--- config.mk ---
export PLATFORM = sky130hd
export DESIGN_NAME = breathing_led_brightness_controller_unit
export DESIGN_NICKNAME = d
export VERILOG_FILES = /design/src/hw/rtl/blc_pkg.sv /design/src/hw/rtl/blc_core.sv /design/src/hw/rtl/breathing_led_brightness_controller_unit.sv
export SDC_FILE = /design/constraint.sdc
export NUM_CORES = 1
export LEC_CHECK = 0
export BUFFER_PORTS_ARGS = -buffer_cell sky130_fd_sc_hd__buf_4
export CAP_MARGIN = 20
export CORE_MARGIN = 10
export CORE_UTILIZATION = 40
export DETAILED_ROUTE_END_ITERATION = 10
export PLACE_DENSITY = 0.66
export SYNTH_ARGS = -nofsm -noshare
export SYNTH_HDL_FRONTEND = slang
export SYNTH_SLANG_ARGS = --single-unit
export TNS_END_PERCENT = 10
--- constraint.sdc ---
create_clock -name clock -period 6.4 [get_ports clock]
set_input_delay 1.28 -clock clock [delete_from_list [all_inputs] [get_ports clock]]
set_output_delay 1.28 -clock clock [all_outputs]
set_load 0.03 [all_outputs]
--- src/hw/rtl/blc_pkg.sv ---
package blc_pkg;

   localparam int MODE_W   = 3;
   localparam int VALUE_W  = 8;
   localparam int LEVEL_W  = 8;
   localparam int PERIOD_W = 7;
   localparam int COLOR_W  = 2;
   localparam int CSR_IDX_W  = 1;
   localparam int CSR_DATA_W = 8;
   localparam int REQ_DATA_W = 8;
   localparam int REQ_USER_W = 8;
   localparam int RSP_DATA_W = 32;

   typedef enum logic [MODE_W-1:0] {
      MODE_COMMAND    = 3'd0,
      MODE_LIVE       = 3'd1,
      MODE_TICK       = 3'd2,
      MODE_DISCONNECT = 3'd3,
      MODE_CONNECT    = 3'd4
   } mode_type;

   localparam logic [VALUE_W-1:0] CMD_RED        = 8'd0;
   localparam logic [VALUE_W-1:0] CMD_GREEN      = 8'd1;
   localparam logic [VALUE_W-1:0] CMD_BLUE       = 8'd2;
   localparam logic [VALUE_W-1:0] CMD_PERIOD_DN  = 8'd3;
   localparam logic [VALUE_W-1:0] CMD_PERIOD_UP  = 8'd4;
   localparam logic [VALUE_W-1:0] CMD_LEVEL_DN   = 8'd5;
   localparam logic [VALUE_W-1:0] CMD_LEVEL_UP   = 8'd6;
   localparam logic [VALUE_W-1:0] CMD_CEIL_DN    = 8'd7;
   localparam logic [VALUE_W-1:0] CMD_CEIL_UP    = 8'd8;
   localparam logic [VALUE_W-1:0] CMD_RESTORE    = 8'd9;

   localparam logic [CSR_IDX_W-1:0] CSR_IDLE_BRIGHTNESS = 1'b0;
   localparam logic [CSR_IDX_W-1:0] CSR_IDLE_PERIOD     = 1'b1;

   localparam logic [COLOR_W-1:0] COLOR_RED   = 2'd0;
   localparam logic [COLOR_W-1:0] COLOR_GREEN = 2'd1;

   localparam logic [LEVEL_W-1:0]  RST_LEVEL       = 8'd90;
   localparam logic [PERIOD_W-1:0] RST_PERIOD      = 7'd40;
   localparam logic [LEVEL_W-1:0]  LEVEL_STEP      = 8'd20;
   localparam logic [LEVEL_W-1:0]  LEVEL_MAX       = 8'd255;
   localparam logic [LEVEL_W-1:0]  RESTORE_LEVEL   = 8'd100;
   localparam logic [PERIOD_W-1:0] PERIOD_STEP     = 7'd10;
   localparam logic [PERIOD_W-1:0] PERIOD_MIN      = 7'd10;
   localparam logic [PERIOD_W-1:0] PERIOD_MAX      = 7'd100;
   localparam logic [PERIOD_W-1:0] RESTORE_PERIOD  = 7'd50;

   typedef struct packed {
      logic [LEVEL_W-1:0]  ceiling_level;
      logic [LEVEL_W-1:0]  level;
      logic                ramp_up;
      logic [PERIOD_W-1:0] pulse_period;
      logic [PERIOD_W-1:0] elapsed_ticks;
      logic                pulse_running;
      logic [LEVEL_W-1:0]  strip_level;
      logic [COLOR_W-1:0]  strip_color;
   } state_type;

   typedef struct packed {
      logic                pulse_step_done;
      logic [PERIOD_W-1:0] period_now;
      logic [LEVEL_W-1:0]  ceiling_now;
      logic                pulse_active;
      logic [COLOR_W-1:0]  color_code;
      logic [LEVEL_W-1:0]  shown_brightness;
   } result_type;

   typedef struct packed {
      logic [LEVEL_W-1:0]  idle_brightness;
      logic [PERIOD_W-1:0] idle_pulse_period;
   } cfg_type;

endpackage

--- src/hw/rtl/blc_core.sv ---
module blc_core (
   input  logic                    clock,
   input  logic                    reset,
   input  logic                    advance,
   input  blc_pkg::mode_type       mode,
   input  logic [7:0]              value,
   input  blc_pkg::cfg_type        cfg,
   output blc_pkg::result_type     result
);
   import blc_pkg::*;

   state_type state_ff, state_in;
   logic      stepped;

   logic [15:0]          product;
   logic [16:0]          quot_sum;
   logic [LEVEL_W-1:0]   live_level;
   logic [PERIOD_W-1:0]  elapsed_inc;
   logic [PERIOD_W-1:0]  idle_period;
   logic [PERIOD_W:0]    period_up;
   logic [LEVEL_W:0]     level_up20;
   logic [LEVEL_W:0]     level_up1;
   logic [LEVEL_W:0]     ceil_up20;

   // x*ceiling/255 via reciprocal: (n + n>>8 + 1) >> 8 is exact for n up to 255*255
   assign product    = 16'(value) * 16'(state_ff.ceiling_level);
   assign quot_sum   = 17'(product) + 17'(product[15:8]) + 17'd1;
   assign live_level = (value != '0 && quot_sum[15:8] == '0) ? 8'd1 : quot_sum[15:8];

   assign elapsed_inc = state_ff.elapsed_ticks + 7'd1;
   assign period_up   = {1'b0, state_ff.pulse_period} + {1'b0, PERIOD_STEP};
   assign level_up20  = {1'b0, state_ff.level} + {1'b0, LEVEL_STEP};
   assign level_up1   = {1'b0, state_ff.level} + 9'd1;
   assign ceil_up20   = {1'b0, state_ff.ceiling_level} + {1'b0, LEVEL_STEP};

   assign idle_period = (cfg.idle_pulse_period < PERIOD_MIN) ? PERIOD_MIN :
                        (cfg.idle_pulse_period > PERIOD_MAX) ? PERIOD_MAX :
                        cfg.idle_pulse_period;

   always_comb begin
      state_in = state_ff;
      stepped  = 1'b0;
      if (advance) begin
         unique case (mode)
            MODE_COMMAND: begin
               unique case (value)
                  CMD_RED, CMD_GREEN, CMD_BLUE: begin
                     state_in.strip_color = value[COLOR_W-1:0];
                  end
                  CMD_PERIOD_DN, CMD_PERIOD_UP: begin
                     if (value == CMD_PERIOD_DN) begin
                        state_in.pulse_period = (state_ff.pulse_period <= 7'd20) ? PERIOD_MIN :
                                                state_ff.pulse_period - PERIOD_STEP;
                     end else begin
                        state_in.pulse_period = (period_up >= {1'b0, PERIOD_MAX}) ? PERIOD_MAX :
                                                period_up[PERIOD_W-1:0];
                     end
                     if (!state_ff.pulse_running) begin
                        state_in.pulse_running = 1'b1;
                        state_in.elapsed_ticks = '0;
                     end
                  end
                  CMD_LEVEL_DN: begin
                     state_in.level = (state_ff.level <= LEVEL_STEP) ? '0 :
                                      state_ff.level - LEVEL_STEP;
                     state_in.strip_level = state_in.level;
                  end
                  CMD_LEVEL_UP: begin
                     state_in.level = (level_up20 >= {1'b0, state_ff.ceiling_level}) ?
                                      state_ff.ceiling_level : level_up20[LEVEL_W-1:0];
                     state_in.strip_level = state_in.level;
                  end
                  CMD_CEIL_DN: begin
                     state_in.ceiling_level = (state_ff.ceiling_level <= 8'd21) ? 8'd1 :
                                              state_ff.ceiling_level - LEVEL_STEP;
                  end
                  CMD_CEIL_UP: begin
                     state_in.ceiling_level = (ceil_up20 >= {1'b0, LEVEL_MAX}) ? LEVEL_MAX :
                                              ceil_up20[LEVEL_W-1:0];
                  end
                  CMD_RESTORE: begin
                     state_in.pulse_running = 1'b0;
                     state_in.ceiling_level = RESTORE_LEVEL;
                     state_in.level         = RESTORE_LEVEL;
                     state_in.pulse_period  = RESTORE_PERIOD;
                  end
                  default: begin
                  end
               endcase
            end
            MODE_LIVE: begin
               state_in.pulse_running = 1'b0;
               state_in.strip_level   = live_level;
            end
            MODE_TICK: begin
               if (state_ff.pulse_running) begin
                  if (elapsed_inc < state_ff.pulse_period) begin
                     state_in.elapsed_ticks = elapsed_inc;
                  end else begin
                     stepped = 1'b1;
                     state_in.elapsed_ticks = '0;
                     if (state_ff.ramp_up) begin
                        if (level_up1 >= {1'b0, state_ff.ceiling_level}) begin
                           state_in.level   = state_ff.ceiling_level;
                           state_in.ramp_up = 1'b0;
                        end else begin
                           state_in.level = level_up1[LEVEL_W-1:0];
                        end
                     end else begin
                        if (state_ff.level <= 8'd2) begin
                           state_in.level   = 8'd1;
                           state_in.ramp_up = 1'b1;
                        end else begin
                           state_in.level = state_ff.level - 8'd1;
                        end
                     end
                     state_in.strip_level = state_in.level;
                  end
               end
            end
            MODE_DISCONNECT: begin
               // stop then restart: timer always starts over from zero
               state_in.strip_level   = cfg.idle_brightness;
               state_in.strip_color   = COLOR_RED;
               state_in.pulse_period  = idle_period;
               state_in.pulse_running = 1'b1;
               state_in.elapsed_ticks = '0;
            end
            MODE_CONNECT: begin
               state_in.strip_color   = COLOR_GREEN;
               state_in.pulse_running = 1'b0;
            end
            default: begin
            end
         endcase
      end
   end

   always_ff @(posedge clock) begin
      if (reset) begin
         state_ff.ceiling_level <= RST_LEVEL;
         state_ff.level         <= RST_LEVEL;
         state_ff.ramp_up       <= 1'b1;
         state_ff.pulse_period  <= RST_PERIOD;
         state_ff.elapsed_ticks <= '0;
         state_ff.pulse_running <= 1'b1;
         state_ff.strip_level   <= RST_LEVEL;
         state_ff.strip_color   <= COLOR_RED;
      end else begin
         state_ff <= state_in;
      end
   end

   assign result.shown_brightness = state_in.strip_level;
   assign result.color_code       = state_in.strip_color;
   assign result.pulse_active     = state_in.pulse_running;
   assign result.ceiling_now      = state_in.ceiling_level;
   assign result.period_now       = state_in.pulse_period;
   assign result.pulse_step_done  = stepped;

   a_step_only_on_tick: assert property (@(posedge clock) disable iff (reset)
      stepped |-> (mode == MODE_TICK && state_ff.pulse_running))
      else $error("ramp step outside a running tick");

   a_period_range: assert property (@(posedge clock) disable iff (reset)
      state_ff.pulse_period >= PERIOD_MIN && state_ff.pulse_period <= PERIOD_MAX)
      else $error("pulse period out of range");

   a_ceiling_nonzero: assert property (@(posedge clock) disable iff (reset)
      state_ff.ceiling_level != '0)
      else $error("ceiling reached zero");

   a_hold_when_idle: assert property (@(posedge clock) disable iff (reset)
      !advance |=> state_ff == $past(state_ff))
      else $error("state changed without a word");

endmodule

--- src/hw/rtl/breathing_led_brightness_controller_unit.sv ---
// A word accepted on req_ passes the input register, then the result
// register, to rsp_. The state update loops through one register.
// Throughput: one word per cycle while rsp_tready does not stall results.
// Output register lets a new word enter while a result waits on rsp_tready.
// Reset (synchronous, active high) empties both registers and restores the
// default level, ceiling, period, color and idle settings.
module breathing_led_brightness_controller_unit (
   input  logic                            clock,
   input  logic                            reset,
   input  logic                            req_tvalid,
   output logic                            req_tready,
   input  logic [blc_pkg::REQ_DATA_W-1:0]  req_tdata,   // [7:0] value
   input  logic [blc_pkg::REQ_USER_W-1:0]  req_tuser,   // [2:0] mode, rest zero
   output logic                            rsp_tvalid,
   input  logic                            rsp_tready,
   // [7:0] shown_brightness, [9:8] color_code, [10] pulse_active,
   // [18:11] ceiling_now, [25:19] period_now, [26] pulse_step_done
   output logic [blc_pkg::RSP_DATA_W-1:0]  rsp_tdata,
   input  logic                            csr_we,
   input  logic [blc_pkg::CSR_IDX_W-1:0]   csr_index,
   input  logic [blc_pkg::CSR_DATA_W-1:0]  csr_wdata
);
   import blc_pkg::*;

   logic               in_valid_ff, in_valid_in;
   mode_type           in_mode_ff;
   logic [VALUE_W-1:0] in_value_ff;
   logic               rsp_valid_ff, rsp_valid_in;
   result_type         rsp_data_ff, result;
   cfg_type            cfg_ff, cfg_in;
   logic               advance;
   logic               req_take;

   assign advance    = in_valid_ff && (!rsp_valid_ff || rsp_tready);
   assign req_tready = !in_valid_ff || advance;
   assign req_take   = req_tvalid && req_tready;

   assign in_valid_in  = req_take ? 1'b1 : (advance ? 1'b0 : in_valid_ff);
   assign rsp_valid_in = advance ? 1'b1 : (rsp_tready ? 1'b0 : rsp_valid_ff);

   always_comb begin
      cfg_in = cfg_ff;
      if (csr_we) begin
         unique case (csr_index)
            CSR_IDLE_BRIGHTNESS: cfg_in.idle_brightness   = csr_wdata[LEVEL_W-1:0];
            CSR_IDLE_PERIOD:     cfg_in.idle_pulse_period = csr_wdata[PERIOD_W-1:0];
            default: begin
            end
         endcase
      end
   end

   always_ff @(posedge clock) begin
      if (reset) begin
         in_valid_ff              <= 1'b0;
         rsp_valid_ff             <= 1'b0;
         cfg_ff.idle_brightness   <= RST_LEVEL;
         cfg_ff.idle_pulse_period <= RST_PERIOD;
      end else begin
         in_valid_ff  <= in_valid_in;
         rsp_valid_ff <= rsp_valid_in;
         cfg_ff       <= cfg_in;
      end
   end

   always_ff @(posedge clock) begin
      if (req_take) begin
         in_mode_ff  <= mode_type'(req_tuser[MODE_W-1:0]);
         in_value_ff <= req_tdata[VALUE_W-1:0];
      end
      if (advance) begin
         rsp_data_ff <= result;
      end
   end

   blc_core u_core (
      .clock   (clock),
      .reset   (reset),
      .advance (advance),
      .mode    (in_mode_ff),
      .value   (in_value_ff),
      .cfg     (cfg_ff),
      .result  (result)
   );

   assign rsp_tvalid = rsp_valid_ff;
   assign rsp_tdata  = {5'b0, rsp_data_ff.pulse_step_done, rsp_data_ff.period_now,
                        rsp_data_ff.ceiling_now, rsp_data_ff.pulse_active,
                        rsp_data_ff.color_code, rsp_data_ff.shown_brightness};

   a_no_drop: assert property (@(posedge clock) disable iff (reset)
      (rsp_valid_ff && !rsp_tready) |=> rsp_valid_ff)
      else $error("pending result lost");

   a_input_held: assert property (@(posedge clock) disable iff (reset)
      (in_valid_ff && !advance) |=> (in_valid_ff && $stable(in_value_ff)))
      else $error("stalled word lost");

   a_advance_loads: assert property (@(posedge clock) disable iff (reset)
      advance |=> rsp_valid_ff)
      else $error("result not registered");

endmodule

; ---- Word-level counts from Yosys, hierarchy flattened
; Index checks and enable logic that the tools add are counted.
[classes]
n_addsub = 11
multipliers = 1
magnitude_cmp = 11
eq_ne = 18
muxes = 43
bitwise_logic = 2
reduce_logical = 24
[ops]
columns = operator, n
row1 = two-way mux 8 bit, 11
row2 = two-way mux 7 bit, 8
row3 = case mux 8 bit (3 select lines), 2
row4 = two-way mux 42 bit, 1
row5 = "equality test 8 x 3 -> 1 bit, second input constant", 4
row6 = case mux 8 bit (2 select lines), 2
row7 = case mux 8 bit (4 select lines), 1
row8 = case mux 7 bit (2 select lines), 2
row9 = two-way mux 9 bit, 3
row10 = case mux 7 bit (3 select lines), 1
row11 = "adder 8 x 5 -> 9 bit, second input constant", 2
row12 = greater-or-equal comparator 9 x 8 -> 1 bit, 2
row13 = "adder 16 x 1 -> 16 bit, second input constant", 1
row14 = adder 16 x 8 -> 16 bit, 1
row15 = "equality test 8 x 2 -> 1 bit, second input constant", 2
row16 = "equality test 8 x 4 -> 1 bit, second input constant", 2
row17 = "less-or-equal comparator 8 x 5 -> 1 bit, second input constant", 2
row18 = logical NOT 8 bit, 2
row19 = multiplier 8 x 8 -> 16 bit, 1
row20 = "subtractor 8 x 5 -> 8 bit, second input constant", 2
row21 = AND reduction 5 bit, 2
row22 = "adder 8 x 1 -> 9 bit, second input constant", 1
row23 = "greater-or-equal comparator 9 x 8 -> 1 bit, second input constant", 1
row24 = "adder 7 x 4 -> 8 bit, second input constant", 1
row25 = 33 further kinds, 53
[word_totals]
reg_bits = 97
inputBits = 30
output_inout_bits = 34

; ---- Logic depth before layout (Yosys ltp)
; Gate-level depths: netlist of the first run.
[depth]
depth_word = 8
depth_mapped = 29

; ---- Hierarchy
; Synthesis of the first run repeated with hierarchy kept, for this count alone.
[unflattened]
hier_cells = 1106
area_unflattened_um2 = 9173.8
[by_module_without_submodules]
columns = module, instances, cells_each, area_each_um2, seq_area_each_um2
row1 = blc_core, 1, 988, 7274.5, 840.8
row2 = breathing_led_brightness_controller_unit, 1, 118, 1899.3, 1481.4

; ---- Worst setup path before layout of the first run
; No wires, ideal clock.
[synth_path]
path_kind = register to register
start = register u_core.state_ff[39] (netlist bit)
end = register u_core.state_ff[9] (netlist bit)
arrival_time_ns = 6.810
required_time_ns = 6.314
slack_ns = -0.496
path_stages_with_launch = 27
n_path_buf = 3
synth_period_minus_slack_ns = 6.896
cell_sequence = dfxtp_1 > clkbuf_1 > clkbuf_1 > and2_1 > fa_1 > fa_1 > fa_1 > inv_1 > fa_1 > inv_1 > ha_1 > buf_2 > o21ai_0 > a21boi_0 > a2bb2oi_1 > xnor2_1 > inv_2 > ha_1 > nand2_1 > and3_1 > a211oi_1 > a221oi_2 > o41ai_4 > a31oi_1 > o31a_1 > o21ba_1 > a211oi_1
[synth_via]
elab_chain_len = 8
elab_cells_between_ends = 16
[synth_lines]
columns = element, line
row1 = "start, declared", blc_core.sv:12  ; state_type state_ff, state_in;
row2 = "start signal, assigned", blc_core.sv:150  ; state_ff <= state_in;
row3 = multiplier 8 x 8 -> 16 bit, blc_core.sv:26  ; assign product = 16'(value) * 16'(state_ff.ceiling_level);
row4 = adder 16 x 8 -> 16 bit, blc_core.sv:27  ; assign quot_sum = 17'(product) + 17'(product[15:8]) + 17'd1;
row5 = adder 16 x 1 -> 16 bit, blc_core.sv:27
row6 = logical NOT 8 bit, blc_core.sv:28  ; assign live_level = (value != '0 && quot_sum[15:8] == '0) ? 8'd1 : quot_sum[15:8];
row7 = logical AND 1 bit, blc_core.sv:28
row8 = two-way mux 8 bit, blc_core.sv:28
row9 = case mux 8 bit (4 select lines) *, blc_core.sv:44  ; unique case (mode)
row10 = two-way mux 42 bit *, blc_core.sv:43  ; if (advance) begin
; Every way passes the cells marked *; elsewhere a longest branch is shown, timed or not.
; A chain may end at the register's enable or synchronous reset.

==> results of run 1 <==
[sequential cells by signal (all words and copies together) (netlist names)]
signal and count:
cfg_ff 15, rsp_tdata 27, u_core.state_ff 42, rsp_tvalid 1
in_mode_ff 3, in_value_ff 8, in_valid_ff 1
[final cells by class]
class / count / area (µm²) / share of cell area, %
Timing Repair Buffer: 125 / 961 / 8.65
Sequential cell: 97 / 2330 / 20.9
Tap cell: 313 / 392 / 3.52
Clock buffer: 12 / 289 / 2.60
Multi-Input combinational cell: 897 / 6790 / 61.1
Clock inverter: 4 / 42.5 / 0.383
Inverter: 82 / 308 / 2.77
[logic make-up after synthesis]
family | synth area share, %
buf+inv | 6.38
flops | 25.0
simple gates | 22.4
other cells | 0.0403
mux | 1.01
xor+xnor | 3.89
fa+ha+maj | 18.1
compound gates | 23.2
[cells in the final DEF (no fill, tap or decap), drive strengths merged, types with 8 or more instances in the layout]
master and n:
nand2b 19, or3 8, a31oi 13, nand4 8, dfxtp 59, nand2 104, xor2 15, fa 36
a211oi 15, a21oi 80, ha 77, and2 68, o21a 9, inv 83, nand3 47, o21ai 82
a22oi 10, xnor2 22, nor3 24, a21o 15, edfxtp 38, clkbuf 12, and3 8, nor2 91
buf 125
[stage by stage]
step	instance area (µm²)	utilization, %	std cells	setup slack [ns]	power [mW]
after global placement	10300	45.3	1503	-0.0295	1.90
after CTS	10700	46.9	1519	-0.0465	2.56
final	11100	48.8	1530	0.102	2.85
after floorplan	9380	-	1138	-0.0611	1.58
after global routing	11100	48.8	1530	-0.0963	3.03
after detailed placement	10300	45.3	1503	-0.0439	1.92
[worst max-delay path: cells and delay by family, from the launching register on]
family                   cells  cell delay [ns]
flip-flops                   1             0.51
XOR/XNOR                     1             0.20
buffers and inverters        4             0.38
adder cells (fa/ha/maj)      6             2.44
AO/OA/AOI/OAI               10             1.68
AND/OR/NAND/NOR              4             0.86
[layer usage]
layer	wire (µm)	global-route usage [%]
met3	1980	3.33
met5	0	0
met4	480	4.69
met1	12900	25.9
met2	12200	28.3
[report_power, final]
part	total (mW)	switching (mW)	leakage (nW)	internal [mW]
sequential	0.690	0.0253	0.828	0.664
combinational	1.55	0.826	3.67	0.721
clock	0.610	0.278	0.165	0.332
total	2.85	1.13	4.66	1.72
[Yosys cell counts (6+ instances only)]
cell type  number  area [µm²]
or3_1           8        50.1
nand2_1       104         390
nor2_1         90         338
o22ai_1         7        43.8
a21oi_1        80         400
nand2b_1       19         119
nand3_1        46         230
xor2_1         15         131
dfxtp_1        59        1180
nor3_1         23         115
a21o_1         15         113
o21ai_0        72         360
o31ai_1         7        52.6
clkbuf_1       45         169
fa_1           36         721
xnor2_1        20         175
edfxtp_1       38        1140
nor2b_1         7        43.8
and3_1          7        43.8
a31oi_1        13        81.3
and2_1         68         425
a211oi_1       15         113
ha_1           77         963
a211o_1         6        52.6
o21a_1          9        67.6
o21ai_1        10        50.1
inv_1          78         293
mux2i_1         6        60.1
a22oi_1        10        75.1
nand4_1         8        50.1
[worst paths after layout]
path                                endpoint  slack (ns)  cells past startpoint
worst min register to register     cfg_ff[1]        0.48                      2
worst max register to register  rsp_tdata[0]        0.10                     25
worst min-delay path               cfg_ff[1]        0.48                      2
worst max-delay path            rsp_tdata[0]        0.10                     25
[what timing repair did]
item | in CTS | in global routing
setup buffers | 0 | 11
endpoints found under the hold margin | 0 | 0
gates resized for setup | 5 | 64
pin swaps | 1 | 35
setup endpoints to repair | 10 | 16
==> flow_summary.yaml, run 1 <==
worst_setup_path:
  crit_start: "in_value_ff[1]"
  crit_fanout: 5
  rr_startpoint: "in_value_ff[1]"
  cp-end-kind: "flop"
  crit_top_cell: "fa_1"
  startpoint_type: "flop"
  cpMaxStageDelayCell: "fa_1"
  crit_type: "flop to flop"
  crit_required_ns: 6.51
  cp.arrival_ns: 6.41
  critPathMaxStageDelay_ns: 0.55
routing:
  vias: 8810
  first_iter_violations: 834
  first_pass_iters: 6
  routedWlPerCell_um: 18.0
  viasPerCell: 5.76
  drtAntennaViolNets: 0
  wirelength_mm: 27.6
  drc: 0
global_route:
  grt_usage_pct: 18.4
  antenna_found_initial: 0
  grt-ovfl-total: 0
  grt_pass1_wl_mm: 43.9
  grt_start_max_net_pins: 35
  grt_pass1_vias: 8355
synthesis:
  syn-instance-count: 1134
  yosys_warnings: 0
  syn_area_mm2: 0.00929
  ys_seq_area_share_pct: 25.0
  async_flop_share_pct: 0
  synth_enable_flop_cells: 38
  synth.distinct_cells: 98
  syn_avg_cell_area_um2: 8.20
  synth_ff_type: "dfxtp_1"
  ys_ff_latch: 97
sta:
  fmax_ghz: 0.159
  drv_slew: 0
  tns_ns: 0
  max_slew_margin_pct: 36.4
  worstMarginPinSlew_ns: 0.946
  clock-skew-final_ns: 0.0141
  finalHoldViolations: 0
  period_minus_slack_ns: 6.30
  rsz0062_at_grt: "yes"
  period_share_pct: 98.4
  setup-violations-final: 0
  whs_ns: 0.484
clock_tree:
  cts_tree: "done"
  cts_hold_buf: 0
  h-tree-depth: 3
  cts_root_buf: "clkbuf_16"
  clk_latency_ns: 0.37
  clockBufferDepth: 2
  clkTransAtPathRegs_ns: 0.08
  cts_buffers: 9
  clock-sinks: 97
outcome:
  run_status: "finished, final reports clean"
min_path:
  hp-start: "cfg_ff[1]"
  hold_class: "flop to flop"
final_layout:
  final_nets: 1355
  diodes: 0
  area_growth_pct: 19.5
  drive_gt1_share_pct: 18.7
  fill_cells: 2203
pwr:
  irDropWorstVdd_mv: 0.241
  powerDensity_mw_per_mm2: 256
  power_leakage_nw: 4.66
floorplan:
  chipWidth_um: 172
  io_pins: 64
  start_util_pct: 40.8
  core-area_mm2: 0.0228
  num_rows: 55
  die_y_um: 172
  dieArea_mm2: 0.0297
flow_run:
  maxCapViolCount: 0
placement:
  io_buffer_count: 53
  dpl.hpwl_mm: 20.9
  gp_congestion: 0.953
Note: power is estimated with default switching activity, not from simulation.
==> run 2, diff against run 1 <==
--- a/config.mk
+++ b/config.mk
@@ -8,9 +8,9 @@
 export BUFFER_PORTS_ARGS = -buffer_cell sky130_fd_sc_hd__buf_4
 export CAP_MARGIN = 20
 export CORE_MARGIN = 10
-export CORE_UTILIZATION = 40
+export CORE_UTILIZATION = 55
 export DETAILED_ROUTE_END_ITERATION = 10
-export PLACE_DENSITY = 0.66
+export PLACE_DENSITY = 0.83
 export SYNTH_ARGS = -nofsm -noshare
 export SYNTH_HDL_FRONTEND = slang
 export SYNTH_SLANG_ARGS = --single-unit
==> run 2 against run 1 <==
Against the previous run:
- register-to-register slack got worse by 0.13 ns
- largest cell class unchanged
- global-route usage rose by 5.5 points
- hold slack improved by 0.014 ns
- utilization rose by 18 points
- critical path type unchanged
- first-iteration DRC count rose by 51%
- via count rose by 6.2%
- the run now ends with setup timing left
- critical endpoint is now u_core.state_ff[2]
- largest power group unchanged
- clock power fell by 3.6%
- final area fell by 0.89%
- sequential power barely moved
- sequential share of layout area rose by 0.22 points
- die area fell by 24%
- cell count fell by 5.8%
==> flow_summary.yaml, run 2 (same netlist as run 1, synthesis figures left out) <==
sta:
  fin_ws_ns: -0.0310
  clock-skew-final_ns: 0.00942
  period_minus_slack_ns: 6.43
  rsz0062_at_grt: "yes"
  finalHoldViolations: 0
  fmax_ghz: 0.155
  drv_slew: 0
  setup-violations-final: 2
  worstMarginPinSlew_ns: 1.05
  period_share_pct: 100
  tns_ns: -0.0478
  max_slew_margin_pct: 29.4
worst_setup_path:
  cp-end-kind: "flop"
  crit_top_cell: "fa_1"
  regToRegSetupSlack_ns: -0.03
  startpoint_type: "flop"
  crit_fanout: 4
  crit_required_ns: 6.66
  critPathMaxStageDelay_ns: 0.54
  cp.arrival_ns: 6.69
  crit_type: "flop to flop"
  cpMaxStageDelayCell: "fa_1"
placement:
  dpl.hpwl_mm: 20.1
  io_buffer_count: 53
  dp_cells: 1396
  gp_congestion: 0.947
final_layout:
  multiInputGateArea_mm2: 0.00679
  final_common_cell: "buf_4"
  drive_gt1_share_pct: 19.6
  final_nets: 1359
  final_cells: 1441
  largest_register_ffs: 42
  fin_util_pct: 66.4
  top_register: "u_core.state_ff"
  layout_common_cells: "122 x buf_4, 103 x nand2_1, 90 x nor2_1"
  area.sequential_mm2: 0.00233
  diodes: 0
  area_growth_pct: 18.5
  fill_cells: 1297
clock_tree:
  cts_root_buf: "clkbuf_16"
  cts_tree: "done"
  cts_hold_buf: 0
  clockBufferDepth: 2
  clock-sinks: 97
  h-tree-depth: 3
  cts_buffers: 9
  clk_latency_ns: 0.37
  clkTransAtPathRegs_ns: 0.08
global_route:
  grt_pass1_vias: 8514
  grtUsageMet3_pct: 4.38
  grt-ovfl-total: 0
  grt.met2_usage_pct: 37.4
  gr-usage-met1_pct: 32.7
  antenna_found_initial: 0
  grt_usage_pct: 23.9
  busiest_layer: "met2"
  grt_start_max_net_pins: 35
  grt_pass1_wl_mm: 43.6
floorplan:
  start_util_pct: 56.0
  num_rows: 47
  io_pins: 64
  dieArea_mm2: 0.0225
  chipWidth_um: 150
  core-area_mm2: 0.0166
  die_y_um: 150
outcome:
  violations: "setup timing"
  run_status: "complete, but fails checks"
routing:
  drc: 0
  drtAntennaViolNets: 0
  first_iter_violations: 1256
  vias: 9360
  viasPerCell: 6.50
  routedWlPerCell_um: 20.7
  wirelength_mm: 29.8
  first_pass_iters: 8
pwr:
  p_total_mw: 2.89
  power_leakage_nw: 4.67
  powerDensity_mw_per_mm2: 263
  irDropWorstVdd_mv: 0.280
min_path:
  hold_class: "flop to flop"
flow_run:
  maxCapViolCount: 0
[run 2: cell count changes in the layout (fill, tap and decap cells not counted), moves of 3 or more]
cell | before | now
buf_4 | 119 | 122
dfxtp_1 | 56 | 53
dfxtp_2 | 3 | 6
fa_1 | 33 | 30
fa_2 | 3 | 6
ha_2 | 4 | 1
inv_1 | 78 | 75
inv_2 | 1 | 4
[run 2: power by group]
part           internal, mW  leakage, nW  switching [mW]
clock network         0.308        0.157           0.280
logic                 0.727         3.68           0.888
registers             0.664        0.829          0.0247
total                  1.70         4.67            1.19
[run 2: worst paths after layout]
kind / depth (start not counted) / endpoint / from
worst max-delay path: 26 / u_core.state_ff[2] / in_value_ff[3]
worst min-delay path: 2 / cfg_ff[7] / cfg_ff[7]
worst max register to register: 26 / u_core.state_ff[2] / in_value_ff[3]
worst min register to register: 2 / cfg_ff[7] / cfg_ff[7]
[run 2: metrics by stage]
stage | hold slack (ns) | setup WS (ns) | instance area [µm²]
4_1_cts | 0.482 | 0.00144 | 10600
5_1_grt | 0.505 | -0.252 | 11000
6_report | 0.498 | -0.0310 | 11000
3_3_place_gp | 0.458 | -0.00268 | 10100
2_1_floorplan | 0.437 | -0.0611 | 9380
3_5_place_dp | 0.466 | -0.0790 | 10100
[run 2: per-layer routing]
layer,vias up,wire [µm]
met1,4429,11900
met2,599,13700
li1,4229,-
met5,-,0
met4,0,1100
met3,103,3190
[run 2: area by class of cell]
cell class	instances	share of cell area [%]
multi-input combinational	897	61.7
sequential	97	21.2
inverter	82	2.80
clock inverter	5	0.466
timing repair buffer	129	9.03
tap	220	2.50
clock buffer	11	2.40
[run 2: critical path: cells and delay by family, from the launching register on]
family | cells | cell delay [ns]
xor gates and xnor gates | 1 | 0.16
DFF | 1 | 0.42
AOI/OAI and AO/OA | 8 | 1.68
muxes | 1 | 0.22
buffers and inverters | 6 | 0.66
and+or+nand+nor | 4 | 0.53
adders and majority gates | 6 | 2.70
[run 2: repair_timing]
item | in CTS | in global routing
cloned | 0 | 0
gates resized for setup | 16 | 63
pin swaps | 18 | 55
setup endpoints to repair | 9 | 16
setup buffers | 11 | 19
==> run 3, diff against run 2 <==
--- a/config.mk
+++ b/config.mk
@@ -8,9 +8,9 @@
 export BUFFER_PORTS_ARGS = -buffer_cell sky130_fd_sc_hd__buf_4
 export CAP_MARGIN = 20
 export CORE_MARGIN = 10
-export CORE_UTILIZATION = 55
+export CORE_UTILIZATION = 57
 export DETAILED_ROUTE_END_ITERATION = 10
-export PLACE_DENSITY = 0.83
+export PLACE_DENSITY = 0.86
 export SYNTH_ARGS = -nofsm -noshare
 export SYNTH_HDL_FRONTEND = slang
 export SYNTH_SLANG_ARGS = --single-unit
==> run 3 against run 2 <==
Against the previous run:
- critical path depth decreased by 3
- largest power group unchanged
- the flow still finishes with violations (setup timing)
- maximum frequency shrank 1.7%
- setup slack lost 0.11 ns
- final area is 0.70% lower
- register-to-register slack worse by 0.11 ns
- die area shrank 3.0%
- hold slack worse by 0.012 ns
- combinational power shrank 3%
- sequential power hardly changed
==> flow_summary.yaml, run 3 (same netlist as run 1, synthesis figures left out) <==
pwr:
  power.net_switching_mw: 1.18
  seqPwrFrac_pct: 24.1
  irDropWorstVdd_mv: 0.302
  powerDensity_mw_per_mm2: 262
  swShare_pct: 41.2
  internal-power_mw: 1.68
  clkPwrFrac_pct: 21.3
  power_leakage_nw: 4.62
  p_comb_share_pct: 54.6
worst_setup_path:
  startpoint_type: "flop"
  crit_required_ns: 6.61
  cpMaxStageDelayCell: "fa_1"
  regToRegSetupSlack_ns: -0.15
  rr_startpoint: "in_value_ff[1]"
  critPathMaxStageDelay_ns: 0.59
  crit_fanout: 4
  crit_top_cell: "fa_1"
  crit_chain: "and2_4 > fa_1 > fa_1 > fa_1 > inv_1 > fa_1 > inv_1 > ha_4 > o21ai_2 > a21boi_2 > a2bb2oi_4 > xnor2_2 > inv_2 > ha_4 > nand2_1 > and3_4 > a211oi_4 > a221oi_4 > o41ai_4 > a31oi_2 > o31a_1 > o21ba_4 > a21oi_2"
  cp.arrival_ns: 6.76
  crit_type: "flop to flop"
  rr_worst_depth: 23
  cp-end-kind: "flop"
  r2r_end: "rsp_tdata[7]"
global_route:
  grt_pass1_wl_mm: 44.3
  grt-ovfl-total: 0
  grt_usage_pct: 24.6
  antenna_found_initial: 0
  grt_start_max_net_pins: 35
  grt_pass1_vias: 8614
final_layout:
  drive_gt1_share_pct: 18.6
  final_common_cell: "buf_4"
  area_growth_pct: 17.6
  top_register: "u_core.state_ff"
  final_nets: 1345
  design_area_mm2: 0.0109
  largest_register_ffs: 42
  diodes: 0
  layout_common_cells: "111 x buf_4, 104 x nand2_1, 90 x nor2_1"
  fill_cells: 1204
sta:
  setup-violations-final: 8
  rsz0062_at_grt: "yes"
  fmax_ghz: 0.153
  max_slew_margin_pct: 31.0
  drv_slew: 0
  period_share_pct: 102
  clock-skew-final_ns: 0.00986
  period_minus_slack_ns: 6.55
  finalHoldViolations: 0
  fin_ws_ns: -0.145
  worstMarginPinSlew_ns: 1.03
routing:
  routedWlPerCell_um: 20.6
  first_pass_iters: 6
  wirelength_mm: 29.4
  vias: 9286
  drtAntennaViolNets: 0
  drc: 0
  first_iter_violations: 1405
  viasPerCell: 6.53
placement:
  dpl_cell_area_mm2: 0.0101
  place_ws_ns: -0.0585
  io_buffer_count: 53
  dpl.hpwl_mm: 20.1
  gp_congestion: 0.951
clock_tree:
  cts_buffers: 9
  cts_hold_buf: 0
  clock-sinks: 97
  clk_latency_ns: 0.36
  clkTransAtPathRegs_ns: 0.08
  cts_tree: "done"
  h-tree-depth: 3
  clockBufferDepth: 2
  cts_root_buf: "clkbuf_16"
floorplan:
  start_util_pct: 58.3
  io_pins: 64
  die_y_um: 148
  num_rows: 46
  chipWidth_um: 148
  dieArea_mm2: 0.0218
  core-area_mm2: 0.0159
outcome:
  run_status: "complete, but fails checks"
  violations: "setup timing"
min_path:
  holdPathStages: 2
  min_to: "cfg_ff[10]"
  hold_class: "flop to flop"
  hp-start: "cfg_ff[10]"
flow_run:
  maxCapViolCount: 0
==> run 3: cell count changes in the layout (fill, tap and decap cells not counted), sizes merged <==
cell / change
clkbuf: +1
buf: -14
inv: -1
==> run 3: how the worst max path moves through the flow <==
stage                         from            to  slack, ns
floorplan           in_value_ff[3]  rsp_tdata[0]      -0.06
global placement    in_value_ff[3]  rsp_tdata[7]       0.07
detailed placement  in_value_ff[1]  rsp_tdata[1]      -0.06
CTS                 in_value_ff[1]  rsp_tdata[0]      0.002
global route        in_value_ff[3]  rsp_tdata[1]      -0.32
finish              in_value_ff[1]  rsp_tdata[7]      -0.15
==> run 3: cell type report <==
cell class	instances	area, µm²	share of cell area (%)
Sequential cell	97	2320	21.3
Inverter	82	308	2.81
Timing Repair Buffer	115	895	8.18
Tap cell	216	270	2.47
Multi-Input combinational cell	897	6800	62.2
Clock inverter	4	47.5	0.435
Clock buffer	12	289	2.64
==> run 3: timing repair <==
item,4_1_cts,5_1_grt
setup buffers,3,12
gates resized for setup,21,50
setup endpoints to repair,7,16
pin swaps,13,43
==> run 3: critical path, delay by kind of cell (launching register included) <==
| kind | cells | cell delay [ns] |
|---|---|---|
| compound gates | 10 | 2.28 |
| flops | 1 | 0.53 |
| simple gates | 3 | 0.51 |
| fa+ha+maj | 6 | 2.66 |
| buf+inv | 3 | 0.23 |
| xor+xnor | 1 | 0.16 |
==> run 3: power groups by stage <==
stage / logic, mW / clock network [mW] / registers (mW)
3_5_place_dp: 1.20 / 0 / 0.702
2_1_floorplan: 0.879 / 0 / 0.705
6_report: 1.57 / 0.609 / 0.690
5_1_grt: 1.66 / 0.631 / 0.692
3_3_place_gp: 1.15 / 0 / 0.701
4_1_cts: 1.28 / 0.614 / 0.688
==> run 3: stage by stage <==
step / hold slack [ns] / setup TNS, ns / total power [mW] / utilization, % / cells
after floorplan: 0.437 / -0.0611 / 1.58 / - / 1138
after global placement: 0.456 / 0 / 1.85 / 63.2 / 1391
after detailed placement: 0.459 / -0.110 / 1.90 / 63.2 / 1391
after CTS: 0.475 / 0 / 2.59 / 66.2 / 1410
after global routing: 0.501 / -2.81 / 2.98 / 68.6 / 1423
final: 0.486 / -0.683 / 2.86 / 68.6 / 1423
==> run 3: metal layers <==
metal,GRT usage (%),part of all wire [%],up-vias
li1,-,-,4190
met1,32.5,40,4331
met2,37.9,45,621
met3,5.43,11,144
met4,10.6,4.3,0
met5,0,0,-
